`src/rtl/core/vfd_text_scroll_refresh_engine_macros.svh`:
```
// Assertion macros for the VFD text/scroll/refresh engine.
// Used by the RTL in rtl/core; define SYNTH to compile them away.
`ifndef VFD_TEXT_SCROLL_REFRESH_ENGINE_MACROS_SVH
`define VFD_TEXT_SCROLL_REFRESH_ENGINE_MACROS_SVH

`ifndef SYNTH
// Check a property at every rising clock edge outside reset
`define VTS_ASSERT(lbl, clk, rst_n, prop) \
  lbl: assert property (@(posedge clk) disable iff (!rst_n) (prop)) \
    else $error("vfdts: assertion failed");
// Check that a condition is followed by another in the next cycle
`define VTS_ASSERT_NEXT(lbl, clk, rst_n, ante, cons) \
  lbl: assert property (@(posedge clk) disable iff (!rst_n) (ante) |=> (cons)) \
    else $error("vfdts: assertion failed");
`else
`define VTS_ASSERT(lbl, clk, rst_n, prop)
`define VTS_ASSERT_NEXT(lbl, clk, rst_n, ante, cons)
`endif

`endif

```
`src/rtl/core/vfdts_pkg.sv`:
```
// Shared types, codes, constant tables and helper functions of the VFD engine.
// No dependencies; imported by every module in rtl/core.
package vfdts_pkg;

  // Default configuration of the top level
  localparam int DIGITS_DEF  = 10;
  localparam int SYMBOLS_DEF = 22;
  localparam int GRIDS_DEF   = 12;

  // Grid index field width in commands (GRIDS is at most 16)
  localparam int GRID_IDX_W = 4;

  // Item modes
  localparam logic [2:0] MODE_TEXT        = 3'd0;
  localparam logic [2:0] MODE_SCROLL_TEXT = 3'd1;
  localparam logic [2:0] MODE_SYMBOL      = 3'd2;
  localparam logic [2:0] MODE_SCROLL      = 3'd3;
  localparam logic [2:0] MODE_REFRESH     = 3'd4;
  localparam logic [2:0] MODE_INIT        = 3'd5;

  // Register indexes
  localparam logic REG_DUTY          = 1'b0;
  localparam logic REG_TRANSFER_MODE = 1'b1;

  // Transfer modes
  localparam logic [1:0] TM_NONE       = 2'd0;
  localparam logic [1:0] TM_PAIRS      = 2'd1;
  localparam logic [1:0] TM_BURST      = 2'd2;
  localparam logic [1:0] TM_PAIRS_CTRL = 2'd3;

  // Controller command bytes
  localparam logic [7:0] CMD_DATA = 8'h40;
  localparam logic [7:0] CMD_ADDR = 8'hC0;
  localparam logic [7:0] CMD_CTRL = 8'h88;
  localparam logic [7:0] CMD_MODE = 8'h0B;
  localparam logic [7:0] DUTY_MAX = 8'd15;

  // Start-up sequence length of the zero run
  localparam int INIT_ZEROS = 36;
  localparam int ZW         = $clog2(INIT_ZEROS);

  // Character codes with glyphs
  localparam logic [7:0] CHAR_RAW_LIMIT = 8'd10;
  localparam logic [7:0] CHAR_UPPER_A   = 8'd65;
  localparam logic [7:0] CHAR_UPPER_Z   = 8'd90;
  localparam logic [7:0] CHAR_DIGIT_0   = 8'd48;
  localparam logic [7:0] CHAR_DIGIT_9   = 8'd57;
  localparam logic [7:0] CHAR_ALPHA_OFS = 8'd55;
  localparam logic [7:0] CHAR_PLUS      = 8'h2B;
  localparam logic [7:0] CHAR_MINUS     = 8'h2D;
  localparam logic [7:0] CHAR_STAR      = 8'h2A;
  localparam logic [7:0] CHAR_SLASH     = 8'h2F;
  localparam logic [7:0] CHAR_COMMA     = 8'h2C;
  localparam logic [5:0] GLYPH_PLUS     = 6'd36;
  localparam logic [5:0] GLYPH_MINUS    = 6'd37;
  localparam logic [5:0] GLYPH_STAR     = 6'd38;
  localparam logic [5:0] GLYPH_SLASH    = 6'd39;
  localparam logic [5:0] GLYPH_COMMA    = 6'd47;

  localparam int GLYPH_N = 48;

  // Glyph ROM, first and second byte of each pattern
  localparam logic [7:0] GLYPH_LO [GLYPH_N] = '{
    8'h8C, 8'h80, 8'h0C, 8'h84, 8'h80, 8'h84, 8'h8C, 8'h80, 8'h8C, 8'h84, 8'h88, 8'hA4,
    8'h0C, 8'hA4, 8'h0C, 8'h08, 8'h8C, 8'h88, 8'h24, 8'h84, 8'h48, 8'h0C, 8'h88, 8'hC8,
    8'h8C, 8'h08, 8'hCC, 8'h48, 8'h84, 8'h20, 8'h8C, 8'h8C, 8'hAC, 8'h50, 8'h20, 8'h14,
    8'h20, 8'h00, 8'h70, 8'h10, 8'h40, 8'h08, 8'h20, 8'h80, 8'hA8, 8'h28, 8'hA0, 8'h10
  };
  localparam logic [7:0] GLYPH_HI [GLYPH_N] = '{
    8'hC4, 8'h40, 8'hC3, 8'hC3, 8'h47, 8'h87, 8'h87, 8'hC0, 8'hC7, 8'hC7, 8'hC7, 8'hD1,
    8'h84, 8'hD0, 8'h86, 8'h86, 8'h85, 8'h47, 8'h90, 8'h40, 8'h26, 8'h04, 8'h6C, 8'h4C,
    8'hC4, 8'hC7, 8'hC4, 8'hC7, 8'h87, 8'h90, 8'h44, 8'h44, 8'h44, 8'h28, 8'h28, 8'hA0,
    8'h13, 8'h03, 8'h3B, 8'h20, 8'h08, 8'h04, 8'h10, 8'h40, 8'h54, 8'h14, 8'h50, 8'h00
  };

  // Fixed symbol bits: grid, byte half and mask of each symbol
  localparam int SYM_MAP_N = 22;
  localparam logic [2:0] SYM_GRID [SYM_MAP_N] = '{
    3'd0, 3'd0, 3'd0, 3'd0, 3'd1, 3'd2, 3'd2, 3'd3, 3'd3, 3'd4, 3'd4,
    3'd5, 3'd5, 3'd0, 3'd0, 3'd0, 3'd0, 3'd0, 3'd0, 3'd0, 3'd0, 3'd0
  };
  localparam logic SYM_HI [SYM_MAP_N] = '{
    1'b0, 1'b0, 1'b0, 1'b0, 1'b0, 1'b0, 1'b0, 1'b0, 1'b0, 1'b0, 1'b0,
    1'b0, 1'b0, 1'b0, 1'b1, 1'b1, 1'b1, 1'b1, 1'b1, 1'b1, 1'b1, 1'b1
  };
  localparam logic [7:0] SYM_MASK [SYM_MAP_N] = '{
    8'h08, 8'h10, 8'h20, 8'h40, 8'h01, 8'h01, 8'h02, 8'h01, 8'h02, 8'h01, 8'h02,
    8'h01, 8'h02, 8'h80, 8'h01, 8'h02, 8'h04, 8'h08, 8'h10, 8'h20, 8'h40, 8'h80
  };

  // Kinds of byte the datapath can put out
  typedef enum logic [2:0] {
    K_DATA_CMD,
    K_ADDR_CMD,
    K_GRID_ADDR,
    K_GRID_DATA,
    K_ZERO,
    K_MODE,
    K_CTRL,
    K_INIT_CTRL
  } emit_kind_e;

  // Controller to datapath commands
  typedef struct packed {
    logic                  apply;
    logic                  step;
    logic                  clear;
    logic                  load;
    emit_kind_e            kind;
    logic [GRID_IDX_W-1:0] grid;
    logic                  half;
    logic                  last;
  } dp_cmd_t;

  // Datapath to controller status
  typedef struct packed {
    logic [1:0] transfer_mode;
  } dp_sts_t;

  // Look up one byte of a character's glyph; codes without a glyph show blank
  function automatic logic [7:0] glyph_byte(input logic [7:0] c, input logic half);
    logic [5:0] idx;
    logic       hit;
    hit = 1'b1;
    idx = '0;
    if (c < CHAR_RAW_LIMIT) begin
      idx = c[5:0];
    end else if (c >= CHAR_UPPER_A && c <= CHAR_UPPER_Z) begin
      idx = 6'(c - CHAR_ALPHA_OFS);
    end else if (c >= CHAR_DIGIT_0 && c <= CHAR_DIGIT_9) begin
      idx = 6'(c - CHAR_DIGIT_0);
    end else if (c == CHAR_PLUS) begin
      idx = GLYPH_PLUS;
    end else if (c == CHAR_MINUS) begin
      idx = GLYPH_MINUS;
    end else if (c == CHAR_STAR) begin
      idx = GLYPH_STAR;
    end else if (c == CHAR_SLASH) begin
      idx = GLYPH_SLASH;
    end else if (c == CHAR_COMMA) begin
      idx = GLYPH_COMMA;
    end else begin
      hit = 1'b0;
    end
    if (!hit) begin
      return 8'h00;
    end
    return half ? GLYPH_HI[idx] : GLYPH_LO[idx];
  endfunction

endpackage

```
`src/rtl/core/vfd_text_scroll_refresh_engine.sv`:
```
// Text, scroll and symbol items are applied to the state registers on acceptance; a
// refresh first makes its scroll step, then its bytes pass through the output register,
// one byte per cycle while out_ready_i is high. A refresh sends 48 bytes (pairs), 49
// (pairs plus control) or 40 (burst); init sends 40. A new item is accepted only in idle.
// Reset: text and scroll text to spaces, symbols and scroll state cleared, duty 0,
// transfer mode 3; ready as soon as reset is released, no clearing pass.
module vfd_text_scroll_refresh_engine #(
  parameter int DIGITS  = vfdts_pkg::DIGITS_DEF,
  parameter int SYMBOLS = vfdts_pkg::SYMBOLS_DEF,
  parameter int GRIDS   = vfdts_pkg::GRIDS_DEF
) (
  input  logic              clk_i,
  input  logic              rst_ni,
  input  logic              cfg_we_i,
  input  logic              cfg_idx_i,
  input  logic [7:0]        cfg_wdata_i,
  input  logic              in_valid_i,
  output logic              in_ready_o,
  input  logic [2:0]        mode_i,
  input  logic [3:0]        position_i,
  input  logic [7:0]        char_code_i,
  input  logic [4:0]        symbol_index_i,
  input  logic              symbol_on_i,
  input  logic signed [7:0] scroll_speed_i,
  output logic              out_valid_o,
  input  logic              out_ready_i,
  output logic [7:0]        serial_byte_o,
  output logic              frame_start_o,
  output logic              last_o
);
  import vfdts_pkg::*;

  dp_cmd_t cmd;
  dp_sts_t sts;

  // Sequencer
  vfdts_ctrl #(
    .GRIDS (GRIDS)
  ) u_ctrl (
    .clk_i       (clk_i),
    .rst_ni      (rst_ni),
    .in_valid_i  (in_valid_i),
    .in_ready_o  (in_ready_o),
    .mode_i      (mode_i),
    .out_valid_o (out_valid_o),
    .out_ready_i (out_ready_i),
    .sts_i       (sts),
    .cmd_o       (cmd)
  );

  // State, pattern build and output register
  vfdts_dp #(
    .DIGITS  (DIGITS),
    .SYMBOLS (SYMBOLS)
  ) u_dp (
    .clk_i          (clk_i),
    .rst_ni         (rst_ni),
    .cfg_we_i       (cfg_we_i),
    .cfg_idx_i      (cfg_idx_i),
    .cfg_wdata_i    (cfg_wdata_i),
    .mode_i         (mode_i),
    .position_i     (position_i),
    .char_code_i    (char_code_i),
    .symbol_index_i (symbol_index_i),
    .symbol_on_i    (symbol_on_i),
    .scroll_speed_i (scroll_speed_i),
    .cmd_i          (cmd),
    .sts_o          (sts),
    .serial_byte_o  (serial_byte_o),
    .frame_start_o  (frame_start_o),
    .last_o         (last_o)
  );

endmodule

```
`src/rtl/core/vfdts_dp.sv`:
```
// Datapath of the VFD engine: text, scroll and symbol state, config registers,
// glyph/symbol pattern build and the output byte register. Uses vfdts_pkg.
module vfdts_dp #(
  parameter int DIGITS  = vfdts_pkg::DIGITS_DEF,
  parameter int SYMBOLS = vfdts_pkg::SYMBOLS_DEF
) (
  input  logic                clk_i,
  input  logic                rst_ni,
  input  logic                cfg_we_i,
  input  logic                cfg_idx_i,
  input  logic [7:0]          cfg_wdata_i,
  input  logic [2:0]          mode_i,
  input  logic [3:0]          position_i,
  input  logic [7:0]          char_code_i,
  input  logic [4:0]          symbol_index_i,
  input  logic                symbol_on_i,
  input  logic signed [7:0]   scroll_speed_i,
  input  vfdts_pkg::dp_cmd_t  cmd_i,
  output vfdts_pkg::dp_sts_t  sts_o,
  output logic [7:0]          serial_byte_o,
  output logic                frame_start_o,
  output logic                last_o
);
  import vfdts_pkg::*;

  localparam int DW = $clog2(DIGITS + 1);
  localparam int SW = (DIGITS > 1) ? $clog2(DIGITS) : 1;
  localparam int YW = (SYMBOLS > 1) ? $clog2(SYMBOLS) : 1;
  localparam logic [7:0] SPACE = 8'h20;

  logic [7:0]         disp_q [DIGITS+1];
  logic [7:0]         disp_d [DIGITS+1];
  logic [7:0]         scr_q  [DIGITS];
  logic [7:0]         scr_d  [DIGITS];
  logic [SYMBOLS-1:0] sym_q, sym_d;
  logic [DW-1:0]      cnt_q, cnt_d;
  logic [7:0]         wait_q, wait_d;
  logic [7:0]         rate_q, rate_d;
  logic [7:0]         duty_q;
  logic [1:0]         tm_q;
  logic [7:0]         byte_q;
  logic               frame_q;
  logic               last_q;

  logic [7:0]    abs_wait;
  logic [DW-1:0] ridx;
  logic [DW-1:0] sidx;
  logic [7:0]    feed;
  logic [4:0]    pos_ext;
  logic [5:0]    diff;
  logic          gshow;
  logic [7:0]    ch;
  logic [7:0]    pat;
  logic [31:0]   sym_ext;
  logic [7:0]    ctrl_byte;
  logic [7:0]    g8;
  logic [7:0]    addr_byte;
  logic [7:0]    byte_d;
  logic          frame_d;

  // Scroll source: one read of the scroll text per step
  assign abs_wait = rate_q[7] ? (8'd0 - rate_q) : rate_q;
  assign ridx     = DW'(DIGITS - 1) - cnt_q;
  assign sidx     = rate_q[7] ? ridx : cnt_q;
  assign feed     = scr_q[sidx[SW-1:0]];
  assign pos_ext  = 5'(position_i);

  // Next state of text, scroll and symbols
  always_comb begin
    disp_d = disp_q;
    scr_d  = scr_q;
    sym_d  = sym_q;
    cnt_d  = cnt_q;
    wait_d = wait_q;
    rate_d = rate_q;
    if (cmd_i.clear) begin
      for (int i = 0; i <= DIGITS; i++) disp_d[i] = SPACE;
      for (int i = 0; i < DIGITS; i++) scr_d[i] = SPACE;
      sym_d  = '0;
      cnt_d  = '0;
      wait_d = '0;
      rate_d = '0;
    end else if (cmd_i.apply) begin
      case (mode_i)
        MODE_TEXT: begin
          if (pos_ext < 5'(DIGITS)) disp_d[pos_ext[DW-1:0]] = char_code_i;
        end
        MODE_SCROLL_TEXT: begin
          if (pos_ext < 5'(DIGITS)) scr_d[position_i[SW-1:0]] = char_code_i;
        end
        MODE_SYMBOL: begin
          if (6'(symbol_index_i) < 6'(SYMBOLS)) sym_d[symbol_index_i[YW-1:0]] = symbol_on_i;
        end
        MODE_SCROLL: begin
          cnt_d  = '0;
          wait_d = '0;
          rate_d = scroll_speed_i;
        end
        default: begin
        end
      endcase
    end else if (cmd_i.step && rate_q != 8'd0) begin
      if (cnt_q >= DW'(DIGITS)) begin
        // scroll finished: stop
        cnt_d  = '0;
        wait_d = '0;
        rate_d = '0;
      end else if (wait_q <= abs_wait) begin
        wait_d = wait_q + 8'd1;
      end else begin
        // shift one place towards the scroll direction
        for (int i = 0; i <= DIGITS; i++) begin
          if (!rate_q[7]) begin
            if (i < DIGITS - 1) disp_d[i] = disp_q[i+1];
            else disp_d[i] = feed;
          end else begin
            if (i == 0) disp_d[i] = feed;
            else disp_d[i] = disp_q[i-1];
          end
        end
        wait_d = '0;
        cnt_d  = cnt_q + DW'(1);
      end
    end
  end

  // Pattern of the current grid: glyph plus fixed symbol bits
  assign diff    = 6'(DIGITS) - 6'(cmd_i.grid);
  assign gshow   = (cmd_i.grid != '0) && (5'(cmd_i.grid) <= 5'(DIGITS));
  assign ch      = disp_q[diff[DW-1:0]];
  assign sym_ext = 32'(sym_q);

  always_comb begin
    pat = gshow ? glyph_byte(ch, cmd_i.half) : 8'h00;
    for (int s = 0; s < SYM_MAP_N; s++) begin
      if (sym_ext[s] && (4'(SYM_GRID[s]) == cmd_i.grid) && (SYM_HI[s] == cmd_i.half)) begin
        pat = pat | SYM_MASK[s];
      end
    end
  end

  // Output byte selection
  assign ctrl_byte = (duty_q >= 8'd1 && duty_q <= DUTY_MAX) ? (CMD_CTRL + duty_q) : CMD_CTRL;
  assign g8        = 8'(cmd_i.grid);
  assign addr_byte = CMD_ADDR | ((g8 << 1) + g8 + 8'(cmd_i.half));

  always_comb begin
    case (cmd_i.kind)
      K_DATA_CMD:  begin byte_d = CMD_DATA;  frame_d = 1'b1; end
      K_ADDR_CMD:  begin byte_d = CMD_ADDR;  frame_d = 1'b1; end
      K_GRID_ADDR: begin byte_d = addr_byte; frame_d = 1'b1; end
      K_GRID_DATA: begin byte_d = pat;       frame_d = 1'b0; end
      K_ZERO:      begin byte_d = 8'h00;     frame_d = 1'b0; end
      K_MODE:      begin byte_d = CMD_MODE;  frame_d = 1'b1; end
      K_CTRL:      begin byte_d = ctrl_byte; frame_d = 1'b1; end
      K_INIT_CTRL: begin byte_d = CMD_CTRL;  frame_d = 1'b1; end
      default:     begin byte_d = 8'h00;     frame_d = 1'b0; end
    endcase
  end

  // Hold display state and config registers
  always_ff @(posedge clk_i or negedge rst_ni) begin
    if (!rst_ni) begin
      for (int i = 0; i <= DIGITS; i++) disp_q[i] <= SPACE;
      for (int i = 0; i < DIGITS; i++) scr_q[i] <= SPACE;
      sym_q  <= '0;
      cnt_q  <= '0;
      wait_q <= '0;
      rate_q <= '0;
      duty_q <= '0;
      tm_q   <= TM_PAIRS_CTRL;
    end else begin
      disp_q <= disp_d;
      scr_q  <= scr_d;
      sym_q  <= sym_d;
      cnt_q  <= cnt_d;
      wait_q <= wait_d;
      rate_q <= rate_d;
      if (cfg_we_i) begin
        case (cfg_idx_i)
          REG_DUTY:          duty_q <= cfg_wdata_i;
          REG_TRANSFER_MODE: tm_q   <= cfg_wdata_i[1:0];
          default: begin
          end
        endcase
      end
    end
  end

  // Output beat register
  always_ff @(posedge clk_i) begin
    if (cmd_i.load) begin
      byte_q  <= byte_d;
      frame_q <= frame_d;
      last_q  <= cmd_i.last;
    end
  end

  assign sts_o.transfer_mode = tm_q;
  assign serial_byte_o       = byte_q;
  assign frame_start_o       = frame_q;
  assign last_o              = last_q;

endmodule

```
`src/rtl/core/vfdts_ctrl.sv`:
```
// Controller of the VFD engine: item decode and the byte sequencer for
// refresh and start-up. Uses vfdts_pkg and the assertion macros header.
module vfdts_ctrl #(
  parameter int GRIDS = vfdts_pkg::GRIDS_DEF
) (
  input  logic               clk_i,
  input  logic               rst_ni,
  input  logic               in_valid_i,
  output logic               in_ready_o,
  input  logic [2:0]         mode_i,
  output logic               out_valid_o,
  input  logic               out_ready_i,
  input  vfdts_pkg::dp_sts_t sts_i,
  output vfdts_pkg::dp_cmd_t cmd_o
);
  import vfdts_pkg::*;
  `include "vfd_text_scroll_refresh_engine_macros.svh"

  localparam int GW = $clog2(GRIDS);

  typedef enum logic [2:0] {
    ST_IDLE,
    ST_STEP,
    ST_HEAD0,
    ST_HEAD1,
    ST_BODY,
    ST_ZERO,
    ST_MODE,
    ST_CTRL
  } state_e;

  state_e        state_q, state_d;
  logic [GW-1:0] grid_q, grid_d;
  logic [1:0]    sub_q, sub_d;
  logic [ZW-1:0] zcnt_q, zcnt_d;
  logic          init_q, init_d;
  logic          out_valid_q, out_valid_d;
  logic          slot_free;
  logic          accept;
  logic          grid_end;

  assign in_ready_o = (state_q == ST_IDLE);
  assign accept     = in_valid_i && in_ready_o;
  assign slot_free  = !out_valid_q || out_ready_i;
  assign grid_end   = (grid_q == GW'(GRIDS - 1));

  // Sequence the item and drive datapath commands
  always_comb begin
    state_d     = state_q;
    grid_d      = grid_q;
    sub_d       = sub_q;
    zcnt_d      = zcnt_q;
    init_d      = init_q;
    cmd_o       = '0;
    cmd_o.kind  = K_ZERO;
    cmd_o.grid  = GRID_IDX_W'(grid_q);
    case (state_q)
      ST_IDLE: begin
        if (accept) begin
          case (mode_i)
            MODE_REFRESH: state_d = ST_STEP;
            MODE_INIT: begin
              cmd_o.clear = 1'b1;
              init_d      = 1'b1;
              state_d     = ST_HEAD0;
            end
            MODE_TEXT, MODE_SCROLL_TEXT, MODE_SYMBOL, MODE_SCROLL: cmd_o.apply = 1'b1;
            default: begin
            end
          endcase
        end
      end
      ST_STEP: begin
        cmd_o.step = 1'b1;
        init_d     = 1'b0;
        grid_d     = '0;
        sub_d      = '0;
        case (sts_i.transfer_mode)
          TM_PAIRS, TM_PAIRS_CTRL: state_d = ST_BODY;
          TM_BURST:                state_d = ST_HEAD0;
          default:                 state_d = ST_IDLE;
        endcase
      end
      ST_HEAD0: begin
        if (slot_free) begin
          cmd_o.load = 1'b1;
          cmd_o.kind = K_DATA_CMD;
          state_d    = ST_HEAD1;
        end
      end
      ST_HEAD1: begin
        if (slot_free) begin
          cmd_o.load = 1'b1;
          cmd_o.kind = K_ADDR_CMD;
          state_d    = init_q ? ST_ZERO : ST_BODY;
        end
      end
      ST_BODY: begin
        if (slot_free) begin
          cmd_o.load = 1'b1;
          if (sts_i.transfer_mode == TM_BURST) begin
            // low, high, then a zero pad byte per grid
            cmd_o.kind = (sub_q == 2'd2) ? K_ZERO : K_GRID_DATA;
            cmd_o.half = sub_q[0];
            if (sub_q == 2'd2) begin
              sub_d = '0;
              if (grid_end) state_d = ST_MODE;
              else grid_d = grid_q + GW'(1);
            end else begin
              sub_d = sub_q + 2'd1;
            end
          end else begin
            // address and data for low, then for high
            cmd_o.kind = sub_q[0] ? K_GRID_DATA : K_GRID_ADDR;
            cmd_o.half = sub_q[1];
            sub_d      = sub_q + 2'd1;
            if (sub_q == 2'd3 && grid_end) begin
              if (sts_i.transfer_mode == TM_PAIRS_CTRL) begin
                state_d = ST_CTRL;
              end else begin
                cmd_o.last = 1'b1;
                state_d    = ST_IDLE;
              end
            end else if (sub_q == 2'd3) begin
              grid_d = grid_q + GW'(1);
            end
          end
        end
      end
      ST_ZERO: begin
        if (slot_free) begin
          cmd_o.load = 1'b1;
          cmd_o.kind = K_ZERO;
          if (zcnt_q == ZW'(INIT_ZEROS - 1)) begin
            zcnt_d  = '0;
            state_d = ST_MODE;
          end else begin
            zcnt_d = zcnt_q + ZW'(1);
          end
        end
      end
      ST_MODE: begin
        if (slot_free) begin
          cmd_o.load = 1'b1;
          cmd_o.kind = K_MODE;
          state_d    = ST_CTRL;
        end
      end
      ST_CTRL: begin
        if (slot_free) begin
          cmd_o.load = 1'b1;
          cmd_o.kind = init_q ? K_INIT_CTRL : K_CTRL;
          cmd_o.last = 1'b1;
          state_d    = ST_IDLE;
        end
      end
      default: state_d = ST_IDLE;
    endcase
    out_valid_d = cmd_o.load ? 1'b1 : (out_ready_i ? 1'b0 : out_valid_q);
  end

  // Hold state, counters and output valid
  always_ff @(posedge clk_i or negedge rst_ni) begin
    if (!rst_ni) begin
      state_q     <= ST_IDLE;
      grid_q      <= '0;
      sub_q       <= '0;
      zcnt_q      <= '0;
      init_q      <= 1'b0;
      out_valid_q <= 1'b0;
    end else begin
      state_q     <= state_d;
      grid_q      <= grid_d;
      sub_q       <= sub_d;
      zcnt_q      <= zcnt_d;
      init_q      <= init_d;
      out_valid_q <= out_valid_d;
    end
  end

  assign out_valid_o = out_valid_q;

  // A beat is only loaded into a free or draining output register
  `VTS_ASSERT(a_load_slot_free, clk_i, rst_ni, !cmd_o.load || !out_valid_q || out_ready_i)
  // Grid and zero-run counters stay inside their sequences
  `VTS_ASSERT(a_grid_range, clk_i, rst_ni, grid_q <= GW'(GRIDS - 1))
  `VTS_ASSERT(a_zero_range, clk_i, rst_ni, zcnt_q <= ZW'(INIT_ZEROS - 1))
  // A refresh always begins with its scroll step
  `VTS_ASSERT_NEXT(a_refresh_steps, clk_i, rst_ni, accept && (mode_i == MODE_REFRESH), state_q == ST_STEP)
  // The final beat of an item returns the sequencer to idle
  `VTS_ASSERT_NEXT(a_last_idle, clk_i, rst_ni, cmd_o.load && cmd_o.last, state_q == ST_IDLE)

endmodule
```
`config.mk`:
```
export PLATFORM = sky130hd
export DESIGN_NAME = vfd_text_scroll_refresh_engine
export DESIGN_NICKNAME = d
export VERILOG_FILES = /design/src/rtl/core/vfdts_pkg.sv /design/src/rtl/core/vfd_text_scroll_refresh_engine.sv /design/src/rtl/core/vfdts_dp.sv /design/src/rtl/core/vfdts_ctrl.sv
export VERILOG_INCLUDE_DIRS = /design/src /design/src/rtl/core
export SDC_FILE = /design/constraint.sdc
export NUM_CORES = 1
export LEC_CHECK = 0
export BUFFER_PORTS_ARGS = -buffer_cell sky130_fd_sc_hd__buf_2
export CAP_MARGIN = 20
export CORE_AREA = 2 2 186 188
export DETAILED_ROUTE_END_ITERATION = 10
export DIE_AREA = 0 0 188 190
export GPL_TIMING_DRIVEN = 0
export PLACE_DENSITY = 0.67
export SETUP_SLACK_MARGIN = 0.05
export SLEW_MARGIN = 20
export SYNTH_ARGS = -nofsm -noshare
export SYNTH_HDL_FRONTEND = slang
export SYNTH_SLANG_ARGS = --single-unit
```
`constraint.sdc`:
```
create_clock -name clk_i -period 5.35 [get_ports clk_i]
set_input_delay 1.07 -clock clk_i [delete_from_list [all_inputs] [get_ports clk_i]]
set_output_delay 1.07 -clock clk_i [all_outputs]
set_load 0.05 [all_outputs]
```
==> results.toml <==
[cells_and_area]
layout-drive-gt1-share = 0.196
utilization = 0.549
final_area_um2 = 18600
areaGrowthSynthToFinish_pct = 14.1
final_nets = 1897

[floorplanning]
die-area_um2 = 35700
coreArea_um2 = 33900
io_pins = 55
die_w_um = 188
fp.dieH_um = 190
initial_utilization = 0.481
fp-row-count = 68

[timing]
slew_headroom = 0.221
min_period_ns = 5.16
fmax_ghz = 0.194
finClkSkew_ns = 0.0222
rsz0062_at_grt = "yes"
finalMaxSlewViolations = 0
finalHoldViolCount = 0
tightest_slew_ns = 1.16
final-setup-viol-count = 0
timing.final.crit_share = 0.965

[logic_synthesis]
ys_seq_area_frac = 0.383
yosys-top-cells-area = "dfrtp_1 (33%), mux2i_1 (12%), a21oi_1 (6.0%)"
synth_enable_flop_cells = 10
yosysUniqueCellTypes = 90
netlist_area_um2 = 16300
ys_ff_latch = 247
synthCells = 1701
syn_nets = 1789
avgSynthCellArea_um2 = 9.60
synth_top_area_cell = "dfrtp_1"
async_flop_share = 0.960
synth_ff_type = "dfrtp_1"
ys_warn_count = 0
synth_top_cell_area_share = 0.328

[detailed_routing]
wl_per_cell_um = 20.9
drt_iter0_drc = 1414
postRouteAntennaNets = 0
routed_wirelength_um = 47800
drtPass1Iterations = 6
via_per_inst = 6.11
drc = 0
routed-via-count = 14000

[setup_path]
cp-start-kind = "flop"
worstPathRequired_ns = 5.78
worst-path-max-fanout = 10
cp-end-kind = "flop"
path_class = "reg -> reg"
cp.arrival_ns = 5.59

[global_route]
antenna_found_initial = 3
grt_pass1_wl_um = 75800
grt_start_max_net_pins = 96
grt_pass1_vias = 13800
grt_usage = 0.265
grt_remaining_overflow = 0

[placed_design]
finalWeightedCongestion = 0.922
port_buffers = 52
dp_hpwl_um = 33800
post_dp_cell_area_um2 = 17300

[clock_network]
clock_latency_ns = 0.58
cts_sinks = 247
root_buffer = "clkbuf_16"
cts_buffers = 29
htreeDepth = 1
clkSlewWorstSetupHoldPaths_ns = 0.06
hold_buffers = 0
cts_tree = "yes"
cts_buffer_depth = 3

[pwr]
p_leak_nw = 8.21
irDropWorstVdd_mv = 0.532
powerDensity_nw_per_um2 = 602

[outcome]
status = "complete, no violations"

[worst_hold_path]
hold_path_class = "in -> async"

[flow_run]
cap_violations = 0
[routing by layer]
layer  global-route usage  share of wire
met1                0.347           0.42
met5              0.00549        0.00027
met3               0.0413          0.067
met2                0.444           0.48
met4               0.0993          0.035
[report_power, final]
group | switching [W] | total [W] | leakage (nW) | internal [W]
clock | 0.000831 | 0.00204 | 0.481 | 0.00121
combinational | 0.00390 | 0.00653 | 4.51 | 0.00263
sequential | 0.000333 | 0.00264 | 3.22 | 0.00231
[cells in the final DEF, fill, tap and decap left out, types with 27 or more instances in the layout]
cell and count:
mux2i_1 198, mux4_2 29, nand3_1 79, nand2_1 108
a21oi_1 189, nor2_1 171, dfrtp_1 213, inv_1 37
mux2_2 83, buf_4 27, clkbuf_1 81, o21ai_0 86
ha_1 38, clkbuf_16 29, buf_2 58
[worst max-delay path, cell delays in order (launching register included)]
cell and delay, ns:
dfrtp_2 0.43, buf_12 0.13, buf_6 0.13, buf_8 0.14, inv_2 0.07, ha_1 0.26, buf_8 0.15, buf_8 0.15
buf_12 0.16, mux2i_1 0.12, o21ai_1 0.15, nand3_1 0.17, nand3_4 0.19, inv_4 0.06, ha_4 0.18, nand3b_1 0.20
or3_4 0.37, o211a_4 0.19, a22o_1 0.27, a31oi_4 0.21, buf_4 0.16, ha_4 0.21, or3_1 0.37, a21oi_1 0.15
o21ai_1 0.11, a21oi_1 0.15, a211o_1 0.14
[metrics by stage]
stage	hold slack, ns	setup slack [ns]	std cells	setup TNS (ns)	total power, W
after floorplan	0.450	0.0619	1701	0	0.00701
final	0.409	0.188	2288	0	0.0112
after global placement	0.479	-1.16	2208	-243.90	0.00837
after CTS	0.411	0.0559	2276	0	0.0108
after global routing	0.424	-0.0264	2287	-0.116	0.0119
after detailed placement	0.478	-1.19	2214	-8.48	0.00844
[synthesized netlist by cell type (all sizes together), types with 11 or more instances]
cell    number
o21ai       95
dfstp       23
ha          44
dfrtp      214
mux2        84
and3        12
mux2i      200
mux4        30
nand4       15
buf         36
inv         45
nand2b      14
nor2b       13
nand2      109
nor3        23
clkbuf      76
a21oi      197
nand3       90
xnor2       13
o22ai       17
o221ai      11
a21o        17
nor2       172
[cell type report]
class | instances | area (um2)
fill | 3052 | 15300
multi-input combinational | 1296 | 9600
sequential | 247 | 6260
clock buffer | 41 | 821
tap | 455 | 569
buffer | 111 | 549
timing repair buffer | 78 | 503
inverter | 46 | 175
clock inverter | 12 | 151
antenna | 2 | 5.00
[final timing paths]
check,from,endpoint,slack [ns],cells past startpoint
max,u_ctrl.grid_q[0],u_dp.serial_byte_o[3],0.19,26
min,rst_ni,u_ctrl.zcnt_q[3],0.41,1
max reg2reg,u_ctrl.grid_q[0],u_dp.serial_byte_o[3],0.19,26
min reg2reg,u_ctrl.zcnt_q[4],u_ctrl.zcnt_q[4],0.49,1
max in group asynchronous,rst_ni,u_dp.disp_q[7],4.06,2
min in group clk_i,u_ctrl.zcnt_q[4],u_ctrl.zcnt_q[4],0.49,1
[kinds of logic (layout without fill, tap and decap cells)]
group,after synthesis,count (layout),share of synthesized area
AND/OR/NAND/NOR,488,488,0.144
AO/OA/AOI/OAI,427,427,0.160
multiplexers,314,314,0.223
flip-flops,247,247,0.383
buffers and inverters,158,288,0.0426
adder cells (fa/ha/maj),45,45,0.0349
XOR/XNOR,22,22,0.0123
other,0,2,0
[flip-flops by register name (all words and copies together), names as in the netlist]
name,cells
u_ctrl.grid_q,4
u_ctrl.init_q,1
u_ctrl.out_valid_o,1
u_ctrl.state_q,3
u_ctrl.sub_q,2
u_ctrl.zcnt_q,6
u_dp.cnt_q,4
u_dp.disp_q,88
u_dp.duty_q,8
u_dp.frame_start_o,1
u_dp.last_o,1
u_dp.rate_q,8
u_dp.scr_q,80
u_dp.serial_byte_o,8
u_dp.sts_o,2
u_dp.sym_q,22
u_dp.wait_q,8
[repair_timing]
action,in CTS,in global routing
setup endpoints to repair,8,40
pin swaps,3,8
gates resized for setup,25,29
buffers inserted,10,9
Note: power is estimated with default switching activity, not from simulation.
